## src/hdl/timestamp_sorted_bounded_cache_top_defines.svh

```systemverilog
// Assertion macros for the timestamp-sorted cache.
// Taken in by every file that carries concurrent checks; needs clk_i and rst_ni in scope.
`ifndef TIMESTAMP_SORTED_BOUNDED_CACHE_TOP_DEFINES_SVH
`define TIMESTAMP_SORTED_BOUNDED_CACHE_TOP_DEFINES_SVH

`ifndef NO_ASSERTIONS

// Checked on every clock edge outside reset.
`define TSBC_ASSERT(lbl, prop) \
  lbl: assert property (@(posedge clk_i) disable iff (!rst_ni) prop) \
    else $error("tsbc check failed");

// Checked on every clock edge, reset included.
`define TSBC_ASSERT_ALWAYS(lbl, prop) \
  lbl: assert property (@(posedge clk_i) prop) \
    else $error("tsbc check failed");

`else

`define TSBC_ASSERT(lbl, prop)
`define TSBC_ASSERT_ALWAYS(lbl, prop)

`endif

`endif

```

## src/hdl/tsbc_pkg.sv

```systemverilog
// Types and constants of the timestamp-sorted cache.
// No dependencies; used by the channel interfaces, the cell and the top level.
package tsbc_pkg;

  localparam int unsigned DEPTH = 64;
  localparam int unsigned IDX_W = $clog2(DEPTH);
  localparam int unsigned CNT_W = $clog2(DEPTH + 1);
  localparam int unsigned WORD_W = 32;
  localparam int unsigned CFG_W = 7;

  localparam logic [CNT_W-1:0] CAP_RESET = CNT_W'(60);
  localparam logic [CNT_W-1:0] CAP_MAX = CNT_W'(DEPTH);

  // configuration register indexes
  localparam logic CFG_CAPACITY = 1'b0;
  localparam logic CFG_REPLACE = 1'b1;

  // request kinds
  localparam logic REQ_INSERT = 1'b0;
  localparam logic REQ_READ = 1'b1;

  typedef enum logic [2:0] {
    ST_INSERTED = 3'd0,
    ST_REPLACED = 3'd1,
    ST_DROPPED = 3'd2,
    ST_READ_OK = 3'd3,
    ST_READ_EMPTY = 3'd4
  } status_e;

  typedef enum logic [1:0] {
    S_IDLE,
    S_CMP,
    S_UPD
  } state_e;

  typedef struct packed {
    logic [WORD_W-1:0] time_stamp;
    logic [WORD_W-1:0] force_x;
    logic [WORD_W-1:0] force_y;
    logic [WORD_W-1:0] step_time;
    logic [WORD_W-1:0] velocity_x;
    logic [WORD_W-1:0] velocity_y;
  } entry_t;

  typedef struct packed {
    logic req_type;
    logic [WORD_W-1:0] time_stamp;
    logic [WORD_W-1:0] force_x;
    logic [WORD_W-1:0] force_y;
    logic [WORD_W-1:0] step_time;
    logic [WORD_W-1:0] velocity_x;
    logic [WORD_W-1:0] velocity_y;
    logic [5:0] read_index;
  } req_t;

  typedef struct packed {
    status_e status;
    logic evicted_oldest;
    logic [5:0] slot;
    logic [6:0] entry_count;
    logic [WORD_W-1:0] out_time_stamp;
    logic [WORD_W-1:0] out_force_x;
    logic [WORD_W-1:0] out_force_y;
    logic [WORD_W-1:0] out_step_time;
    logic [WORD_W-1:0] out_velocity_x;
    logic [WORD_W-1:0] out_velocity_y;
  } rsp_t;

  // broadcast from the control to every cell during an update
  typedef struct packed {
    logic evict;
    logic replace;
  } cell_ctrl_t;

endpackage

```

## src/hdl/tsbc_cell.sv

```systemverilog
// One slot of the sorted row: holds an entry, compares it with the key and
// shifts from either neighbour. Depends on tsbc_pkg.
module tsbc_cell (
  input  logic                clk_i,
  input  logic                rst_ni,
  input  logic                cmp_en_i,
  input  logic                upd_en_i,
  input  tsbc_pkg::cell_ctrl_t ctrl_i,
  input  logic                first_i,
  input  logic                valid_i,
  input  tsbc_pkg::entry_t    new_i,
  input  tsbc_pkg::entry_t    left_i,
  input  tsbc_pkg::entry_t    right_i,
  input  logic                a_left_i,
  input  logic                a_right_i,
  input  logic                eq_right_i,
  output tsbc_pkg::entry_t    entry_o,
  output logic                a_o,
  output logic                eq_o,
  output logic                hit_o,
  output logic                rep_o
);
  import tsbc_pkg::*;

  entry_t entry_q, entry_d;
  logic   a_q, eq_q;
  logic   b_here, b_prev;

  // a: valid and older than the key; eq: valid and equal to it
  always_ff @(posedge clk_i or negedge rst_ni) begin
    if (!rst_ni) begin
      a_q <= 1'b0;
      eq_q <= 1'b0;
    end else if (cmp_en_i) begin
      a_q <= valid_i && (entry_q.time_stamp < new_i.time_stamp);
      eq_q <= valid_i && (entry_q.time_stamp == new_i.time_stamp);
    end
  end

  // after an eviction every position refers to the entry one to the right
  always_comb begin
    b_here = ctrl_i.evict ? a_right_i : a_q;
    b_prev = first_i || (ctrl_i.evict ? a_q : a_left_i);
    hit_o = !b_here && b_prev;
    rep_o = hit_o && (ctrl_i.evict ? eq_right_i : eq_q);
  end

  always_comb begin
    entry_d = entry_q;
    if (hit_o) begin
      entry_d = new_i;
    end else if (!ctrl_i.evict) begin
      if (!ctrl_i.replace && !b_here) begin
        entry_d = left_i;
      end
    end else begin
      if (ctrl_i.replace || b_here) begin
        entry_d = right_i;
      end
    end
  end

  always_ff @(posedge clk_i) begin
    if (upd_en_i) begin
      entry_q <= entry_d;
    end
  end

  assign entry_o = entry_q;
  assign a_o = a_q;
  assign eq_o = eq_q;

endmodule
```

## config.mk

```make
export PLATFORM = sky130hd
export DESIGN_NAME = tsbc_cell
export DESIGN_NICKNAME = d
export VERILOG_FILES = /design/src/hdl/timestamp_sorted_bounded_cache_top_defines.svh /design/src/hdl/tsbc_pkg.sv /design/src/hdl/tsbc_cell.sv
export SDC_FILE = /design/constraint.sdc
export NUM_CORES = 1
export LEC_CHECK = 0
export BUFFER_PORTS_ARGS = -buffer_cell sky130_fd_sc_hd__buf_4
export CORE_AREA = 2 2 304 306
export DETAILED_ROUTE_END_ITERATION = 10
export DIE_AREA = 0 0 306 308
export GPL_ROUTABILITY_DRIVEN = 0
export PLACE_DENSITY = 0.3
export SETUP_SLACK_MARGIN = 0.3
export SYNTH_ARGS = -nofsm -noshare
export SYNTH_HDL_FRONTEND = slang
export SYNTH_SLANG_ARGS = --single-unit
```

## constraint.sdc

```tcl
create_clock -name clk_i -period 7.5 [get_ports clk_i]
set_input_delay 0.75 -clock clk_i [delete_from_list [all_inputs] [get_ports clk_i]]
set_output_delay 0.75 -clock clk_i [all_outputs]
set_load 0.02 [all_outputs]
```

### Word level (Yosys, flattened, before mapping)

Cells that the tools add are included.

| word-level totals | value |
|---|---|
| input port bits | 587 |
| register bits | 194 |
| output and inout port bits | 196 |

| cells by class | value |
|---|---|
| $lt $le $gt $ge | 1 |
| multiplexer cells | 7 |
| equality and inequality tests | 2 |
| reductions and logical operators | 11 |

Operators by type and width:

| cell | count |
|---|---|
| $mux W192 | 4 |
| $eq A32 B32 Y1 | 1 |
| $lt A32 B32 Y1 | 1 |
| $logic_and A1 B1 Y1 | 5 |
| $mux W1 | 3 |
| $ne A3 B1 Y1 const B | 1 |
| $reduce_and A3 Y1 | 1 |
| $reduce_bool A3 Y1 | 1 |
| $logic_not A1 Y1 | 2 |
| $logic_or A1 B1 Y1 | 2 |

### Logic depth before layout (Yosys ltp)

Gate-level depths: netlist of run 1.

| depth | value |
|---|---|
| depth in word-level cells | 6 |
| mapped depth | 9 |

### Worst setup path after synthesis of run 1

Ideal clock, no wire load.

| timing path | value |
|---|---|
| path kind | input-to-reg |
| from | input ctrl_i[1] in the netlist's numbering |
| to | register entry_q (netlist bit entry_o[0]), enable pin |
| arrival | 5.851 ns |
| required time | 6.931 ns |
| library setup time | 0.569 ns |
| path buffers | 4 |
| slack | 1.080 ns |
| stages on the path | 7 |
| cells stage by stage | buf_4 -> mux2i_1 -> o31a_1 -> buf_4 -> buf_6 -> buf_6 -> o21a_1 |

| between the ends | value |
|---|---|
| longest elaborated chain between the ends | 5 |
| elaborated cells on any way between the ends | 10 |

Ends and longest elaborated chain:

| what | RTL line | RTL |
|---|---|---|
| start: declaration | tsbc_cell.sv:8 | `input tsbc_pkg::cell_ctrl_t ctrl_i,` |
| $mux W1, on equally long branches | tsbc_cell.sv:42, tsbc_cell.sv:43 |  |
| $logic_not A1 Y1 / $logic_or A1 B1 Y1 (equally long branches) | tsbc_cell.sv:44, tsbc_cell.sv:53, tsbc_cell.sv:43 |  |
| $logic_and A1 B1 Y1, on equally long branches | tsbc_cell.sv:44, tsbc_cell.sv:53 |  |
| $ne A3 B1 Y1 (no source line) / $reduce_bool A3 Y1 (equally long branches) | -- |  |
| $reduce_and A3 Y1 (no source line) * | -- |  |
| end signal: assignment | tsbc_cell.sv:65 | `entry_q <= entry_d;` |
| end: declaration | tsbc_cell.sv:25 | `entry_t entry_q, entry_d;` |

Every way passes the cells marked *; elsewhere a longest branch is shown, timed or not.
A chain may end at the register's enable or synchronous reset.

### Worst setup path in the final report of run 1

| timing path | value |
|---|---|
| from | input ctrl_i[1] in the netlist's numbering |
| to | register entry_q (netlist bit entry_o[56]), enable pin |

Same word-level chain as after synthesis.

==> results of run 1 <==
[cells by family (layout without fill, tap and decap cells)]
kind of cell               count (synthesis)  in the layout  share of synthesized area
AOI/OAI and AO/OA                        222            222                      0.130
and+or+nand+nor                          223            223                     0.0815
muxes                                    194            194                      0.175
buffers and inverters                     99            857                     0.0514
other                                      0              2                          0
adders and majority gates                 32             32                     0.0362
DFF                                      194            194                      0.525
[registers in the layout, indices dropped and copies added (netlist names)]
| register | count |
|---|---|
| a_o | 1 |
| eq_o | 1 |
| entry_o | 192 |
[cells in the mapped netlist (2+ instances only)]
master,number,share of area
mux2i_1,194,0.18
edfxtp_1,192,0.52
nand2_1,190,0.064
o21ai_2,78,0.062
o21ai_0,63,0.028
o21ai_1,54,0.024
inv_1,34,0.012
ha_1,32,0.036
buf_2,22,0.0099
clkbuf_1,20,0.0068
a21oi_1,14,0.0063
nand2_2,10,0.0056
buf_8,8,0.011
buf_4,6,0.0041
nand4_1,6,0.0034
buf_6,5,0.0051
nand3_1,5,0.0023
nor2_1,5,0.0017
a21o_1,3,0.0020
clkbuf_2,3,0.0014
nor2b_1,3,0.0017
dfrtp_1,2,0.0045
nor3_1,2,0.00090
o21a_1,2,0.0014
[layer usage]
layer | up-vias | track usage | wire, um
met4 | 8 | 0.0325 | 778
li1 | 5021 | - | -
met5 | - | 0 | 50
met2 | 426 | 0.210 | 29700
met3 | 38 | 0.0528 | 5310
met1 | 4706 | 0.111 | 19200
[worst max-delay path by stage]
stage                     slack [ns]      endpoint      start
final                           4.08   entry_o[56]  ctrl_i[1]
after CTS                       4.06         rep_o  ctrl_i[1]
after detailed placement        3.48  entry_o[107]  ctrl_i[1]
after global routing            3.92   entry_o[50]  ctrl_i[1]
after global placement          3.54   entry_o[93]  ctrl_i[1]
after floorplan                 1.08    entry_o[0]  ctrl_i[1]
[area by class of cell]
class,count,area (sq um)
Timing Repair Buffer,791,5990
Fill cell,10079,72300
Clock inverter,14,163
Clock buffer,18,429
Multi-Input combinational cell,671,4700
Antenna cell,2,5.00
Sequential cell,194,5820
Inverter,34,128
Tap cell,1186,1480
[critical path: cells and delay by family]
family / cells / cell delay [ns]
compound gates: 2 / 1.06
buf+inv: 2 / 0.95
mux: 1 / 0.27
[through the flow]
stage	cell area [sq um]	hold WS, ns	power (W)	utilization	setup WS [ns]
global placement	18100	0.533	0.00261	0.199	3.54
CTS	18700	0.365	0.00369	0.206	4.06
finish	18700	0.440	0.00357	0.206	4.08
floorplan	11100	0.454	0.00204	-	1.08
global route	18700	0.399	0.00378	0.206	3.92
detailed placement	18100	0.536	0.00261	0.199	3.48
[power by group]
part	total, W	internal [W]	switching [W]
registers	0.00143	0.00138	0.0000484
logic	0.00112	0.000510	0.000610
clock network	0.00103	0.000523	0.000503
total	0.00357	0.00241	0.00116
==> metrics.md, run 1 <==
| Metric | Value |
|---|---|
| Worst path max stage delay | `roughly 0.62 ns` |
| Crit path DAT | `3.55 ns` |
| Ratio of cells with drive above 1 in the final layout | `0.528` |
| Post-CTS Setup Inserts | `0` |
| I/O pin count | `~780` |
| Die area | `roughly 94000 sq um` |
| Critical Path RT | `roughly 7.6 ns` |
| Most common cell after layout, fill and taps aside | `buf_4` |
| Status | `complete, no violations` |
| Cells after DPL | `between 2k and 3k` |
| Ys async rst share | `0.0103` |
| Clock latency on the worst-skew pair | `0.50 ns` |
| Syn_nets | `approximately 1.6k` |
| Routed Antenna Nets | `0` |
| Routed Wire Length | `around 55000 um` |
| Leak | `8.44 nW` |
| Slowest CP cell | `o31a_2` |
| CTS root buffer | `clkbuf_16` |
| CP startpoint kind | `primary input` |
| GRT Total Usage | `0.113` |
| Clock-pin slew of the registers on the worst-case setup and hold paths | `0.08 ns` |
| Layout area overhead | `68.9%` |
| Fin Setup TNS | `0 ns` |
| Final nets | `roughly 2.3k` |
| Max-Cap Viols | `0` |
| Fin cells | `about 2.9k` |
| Max-slew headroom | `0.259` |
| Setup crit end kind | `flip-flop` |
| Commonest non-fill, non-tap cells in the layout | `buf_4 (786), mux2i_1 (194), edfxtp_1 (192), nand2_1 (190), o21ai_2 (78)` |
| Count of cell types in the netlist | `35` |
| Core footprint | `between 90000 and 100000 sq um` |
| Max IR drop VDD | `roughly 0.18 mV` |
| First-pass GRT wire length | `~75000 um` |
| # port buffers | `between 700 and 800` |
| Final global-route overflow total | `0` |
| CTS tree | `done` |
| Synth Register Bits | `~190` |
| FMAX | `~290 MHz` |
| Die Span Y | `around 300 um` |
| Worst Clk Skew | `about 0.008 ns` |
| Die X | `slightly above 300 um` |
| DRT iter0 DRCs | `~290` |
| Post-CTS Hold Fix Bufs | `1` |
| Synth Cell Area | `around 11000 sq um` |
| Synth Area per Inst | `roughly 11 sq um` |
| Finish-stage setup viols | `0` |
| Reg2reg end | `entry_o[56]` |
| Min-delay worst type | `primary input to flip-flop` |
| Clock sink count | `a little under 200` |
| Post-CTS Resized | `0` |
| Worst-margin pin slew | `around 1.1 ns` |
| Worst R2R Setup Slack | `roughly 4.6 ns` |
| Clk buf depth | `2` |
| Vias | `approximately 10k` |
| Remaining routing DRC violations | `0` |
| Final hold violation count | `0` |
| Worst Hold Launch | `cmp_en_i` |
| 1st-pass router iterations | `4` |
| Post-synthesis sequential area ratio | `0.525` |
| Crit-path cells | `buf_8 > mux2i_1 > o31a_2 > o21a_4 > buf_12` |
| Crit path max fanout | `roughly 120` |
| Routed wire per std cell | `around 19 um` |
| P per Cell Area | `191 nW/um^2` |
| Vias in the first global route | `10.9k` |
| Post-synthesis cell count | `964` |
| DP HPWL | `44400 um` |
| RSZ-0062 raised after global routing | `false` |
| Final worst path period share | `0.456` |
| Post-synth EDFFs | `around 190` |
| Site row count | `around 110` |
| Ys flop type | `edfxtp_1` |
| Fin. max-slew vios | `0` |
| Initial Util | `0.122` |
| TritonCTS Buffers | `17` |
| Hold worst-path end | `eq_o` |
| Setup CP Type | `primary input to flip-flop` |
| Hold Path Depth | `2` |
| H-tree depth | `4` |
| Antenna violations before repair | `7` |
| Reg2reg start | `a_o` |
| Synth warn | `0` |
| Final Critical Period | `3.42 ns` |
| Mean number of vias per cell | `3.50` |
| Largest net degree at the start of global routing | `around 190` |
| R2R cell count | `4` |
(Power assumes the default switching activity.)
==> run 2, diff against run 1 <==
==> constraint.sdc (replaced) <==
create_clock -name clk_i -period 3.4 [get_ports clk_i]
set_input_delay 0.34 -clock clk_i [delete_from_list [all_inputs] [get_ports clk_i]]
set_output_delay 0.34 -clock clk_i [all_outputs]
set_load 0.02 [all_outputs]
==> metrics.md, run 2 (synthesized netlist as in run 1, its figures left out) <==
| Metric | Value |
|---|---|
| Final hold violation count | `0 (unchanged)` |
| Remaining routing DRC violations | `0 (unchanged)` |
| CTS root buffer | `clkbuf_16` |
| Flop pwr share | `0.404 (+0.005)` |
| Commonest non-fill, non-tap cells in the layout | `buf_4 (797), mux2i_1 (194), edfxtp_1 (192), nand2_1 (190), o21ai_2 (78)` |
| FMAX | `roughly 440 MHz` |
| Status | `complete, no violations` |
| Clock-pin slew of the registers on the worst-case setup and hold paths | `0.08 ns (about the same)` |
| Max-slew headroom | `0.311 (+0.0515)` |
| Fin. max-slew vios | `0 (unchanged)` |
| Sw Pwr | `0.00261 W (+130%)` |
| Core footprint | `91000 sq um (unchanged)` |
| I/O pin count | `783 (unchanged)` |
| H-tree depth | `4 (unchanged)` |
| Fillcell total | `9995 (-0.83%)` |
| Post-CTS Setup Inserts | `0 (unchanged)` |
| Total Power | `0.00778 W (+120%)` |
| Final nets | `2346 (+0.77%)` |
| Routed Antenna Nets | `0 (unchanged)` |
| Routed wire per std cell | `19.8 um (+4.9%)` |
| CP startpoint kind | `flip-flop` |
| TritonCTS Buffers | `17 (unchanged)` |
| Final Critical Period | `approximately 2.3 ns` |
| Cell-internal power | `0.00516 W (+110%)` |
| # port buffers | `782 (unchanged)` |
| Setup CP Type | `flip-flop to output port` |
| Initial Util | `0.122 (unchanged)` |
| Crit path max fanout | `42 (-64%)` |
| Worst-margin pin slew | `1.03 ns (-0.0773 ns)` |
| Post-CTS Hold Fix Bufs | `1 (unchanged)` |
| Critical Path RT | `3.06 ns (-4.57 ns)` |
| Sw Share | `0.336 (+0.0109)` |
| First-pass GRT wire length | `79200 um (+5.1%)` |
| RSZ-0062 raised after global routing | `false` |
| Largest net degree at the start of global routing | `108 (-42%)` |
| Logic pwr share | `0.330 (+0.016)` |
| DRT iter0 DRCs | `358 (+22%)` |
| GRT Total Usage | `0.119 (+0.00585)` |
| Clock latency on the worst-skew pair | `0.50 ns (about the same)` |
| DP HPWL | `48200 um (+8.6%)` |
| Site row count | `111 (unchanged)` |
| Fin Setup TNS | `0 ns (unchanged)` |
| Die area | `94200 sq um (unchanged)` |
| Post-CTS Resized | `0 (unchanged)` |
| Setup ws final | `1.12 ns (-2.96 ns)` |
| Mean number of vias per cell | `3.51 (+0.23%)` |
| Die Span Y | `308 um (unchanged)` |
| Min-delay worst type | `primary input to flip-flop` |
| Antenna violations before repair | `11 (+4)` |
| Ratio of cells with drive above 1 in the final layout | `0.533 (+0.00430)` |
| Final global-route overflow total | `0 (unchanged)` |
| Final worst path period share | `0.670` |
| Routed Wire Length | `58100 um (+5.5%)` |
| Setup crit end kind | `output port` |
| Clk buf depth | `2 (unchanged)` |
| Leak | `8.53 nW (+1.1%)` |
| Vias in the first global route | `11.0k (+0.59%)` |
| Largest register FFs | `192 (unchanged)` |
| P per Cell Area | `412 nW/um^2 (+120%)` |
| Vias | `10.3k (+0.85%)` |
| Finish-stage setup viols | `0 (unchanged)` |
| Clock Power Share | `0.266 (-0.021)` |
| Max IR drop VDD | `0.384 mV (+110%)` |
| Max-Cap Viols | `0 (unchanged)` |
| CTS tree | `done` |
| Crit path DAT | `1.94 ns (-1.61 ns)` |
| Clock sink count | `194 (unchanged)` |
| Most common cell after layout, fill and taps aside | `buf_4` |
| 1st-pass router iterations | `6 (+2)` |
| Layout area overhead | `70.5%` |
| Place WS | `0.855 ns (-2.62 ns)` |
| Worst Clk Skew | `0.0113 ns (+0.00318 ns)` |
| Die X | `306 um (unchanged)` |
## run 2: final timing paths
path,start,end,slack [ns],cells past startpoint
hold / removal,cmp_en_i,eq_o,0.08,2
hold reg to reg,eq_o,eq_o,0.61,2
max in group asynchronous,rst_ni,eq_o,3.11,2
setup reg to reg,a_o,entry_o[46],1.28,5
min in group asynchronous,rst_ni,a_o,0.20,2
setup / recovery,a_o,rep_o,1.12,5
## run 2: layout make-up
class | count | area (sq um) | area share
timing repair buffer | 809 | 6210 | 0.329
inverter | 34 | 128 | 0.00676
sequential | 194 | 5820 | 0.308
clock inverter | 12 | 103 | 0.00544
tap | 1186 | 1480 | 0.0786
multi-input combinational | 671 | 4700 | 0.249
antenna | 2 | 5.00 | 0.000265
clock buffer | 20 | 437 | 0.0231
## run 2: worst max-delay path: stages, from the launching register on
cell     delay (ns)
dfrtp_1        0.43
mux2i_1        0.16
o31a_2         0.25
buf_12         0.27
nor2b_1        0.18
buf_4          0.15
## run 2: power by group through the flow
| stage | Combinational, W | Sequential [W] | Clock [W] |
|---|---|---|---|
| 3_3_place_gp | 0.00264 | 0.00321 | 0 |
| 4_1_cts | 0.00266 | 0.00316 | 0.00222 |
| 3_5_place_dp | 0.00265 | 0.00320 | 0 |
| 2_1_floorplan | 0.000937 | 0.00354 | 0 |
| 6_report | 0.00257 | 0.00314 | 0.00207 |
| 5_1_grt | 0.00281 | 0.00318 | 0.00226 |
## run 2: routing by layer
layer	vias to the layer above	global-route usage	share of wire
met5	-	0	0.0012
met4	10	0.0272	0.011
met3	37	0.0541	0.094
met2	412	0.221	0.54
met1	4764	0.120	0.36
li1	5063	-	-
## run 2: stage by stage
step	instances	util	area, sq um	hold slack (ns)
floorplan	964	-	11100	0.0444
global placement	2893	0.201	18300	0.124
detailed placement	2893	0.201	18300	0.127
CTS	2926	0.207	18900	0.0158
global route	2928	0.208	18900	0.0420
finish	2928	0.208	18900	0.0762
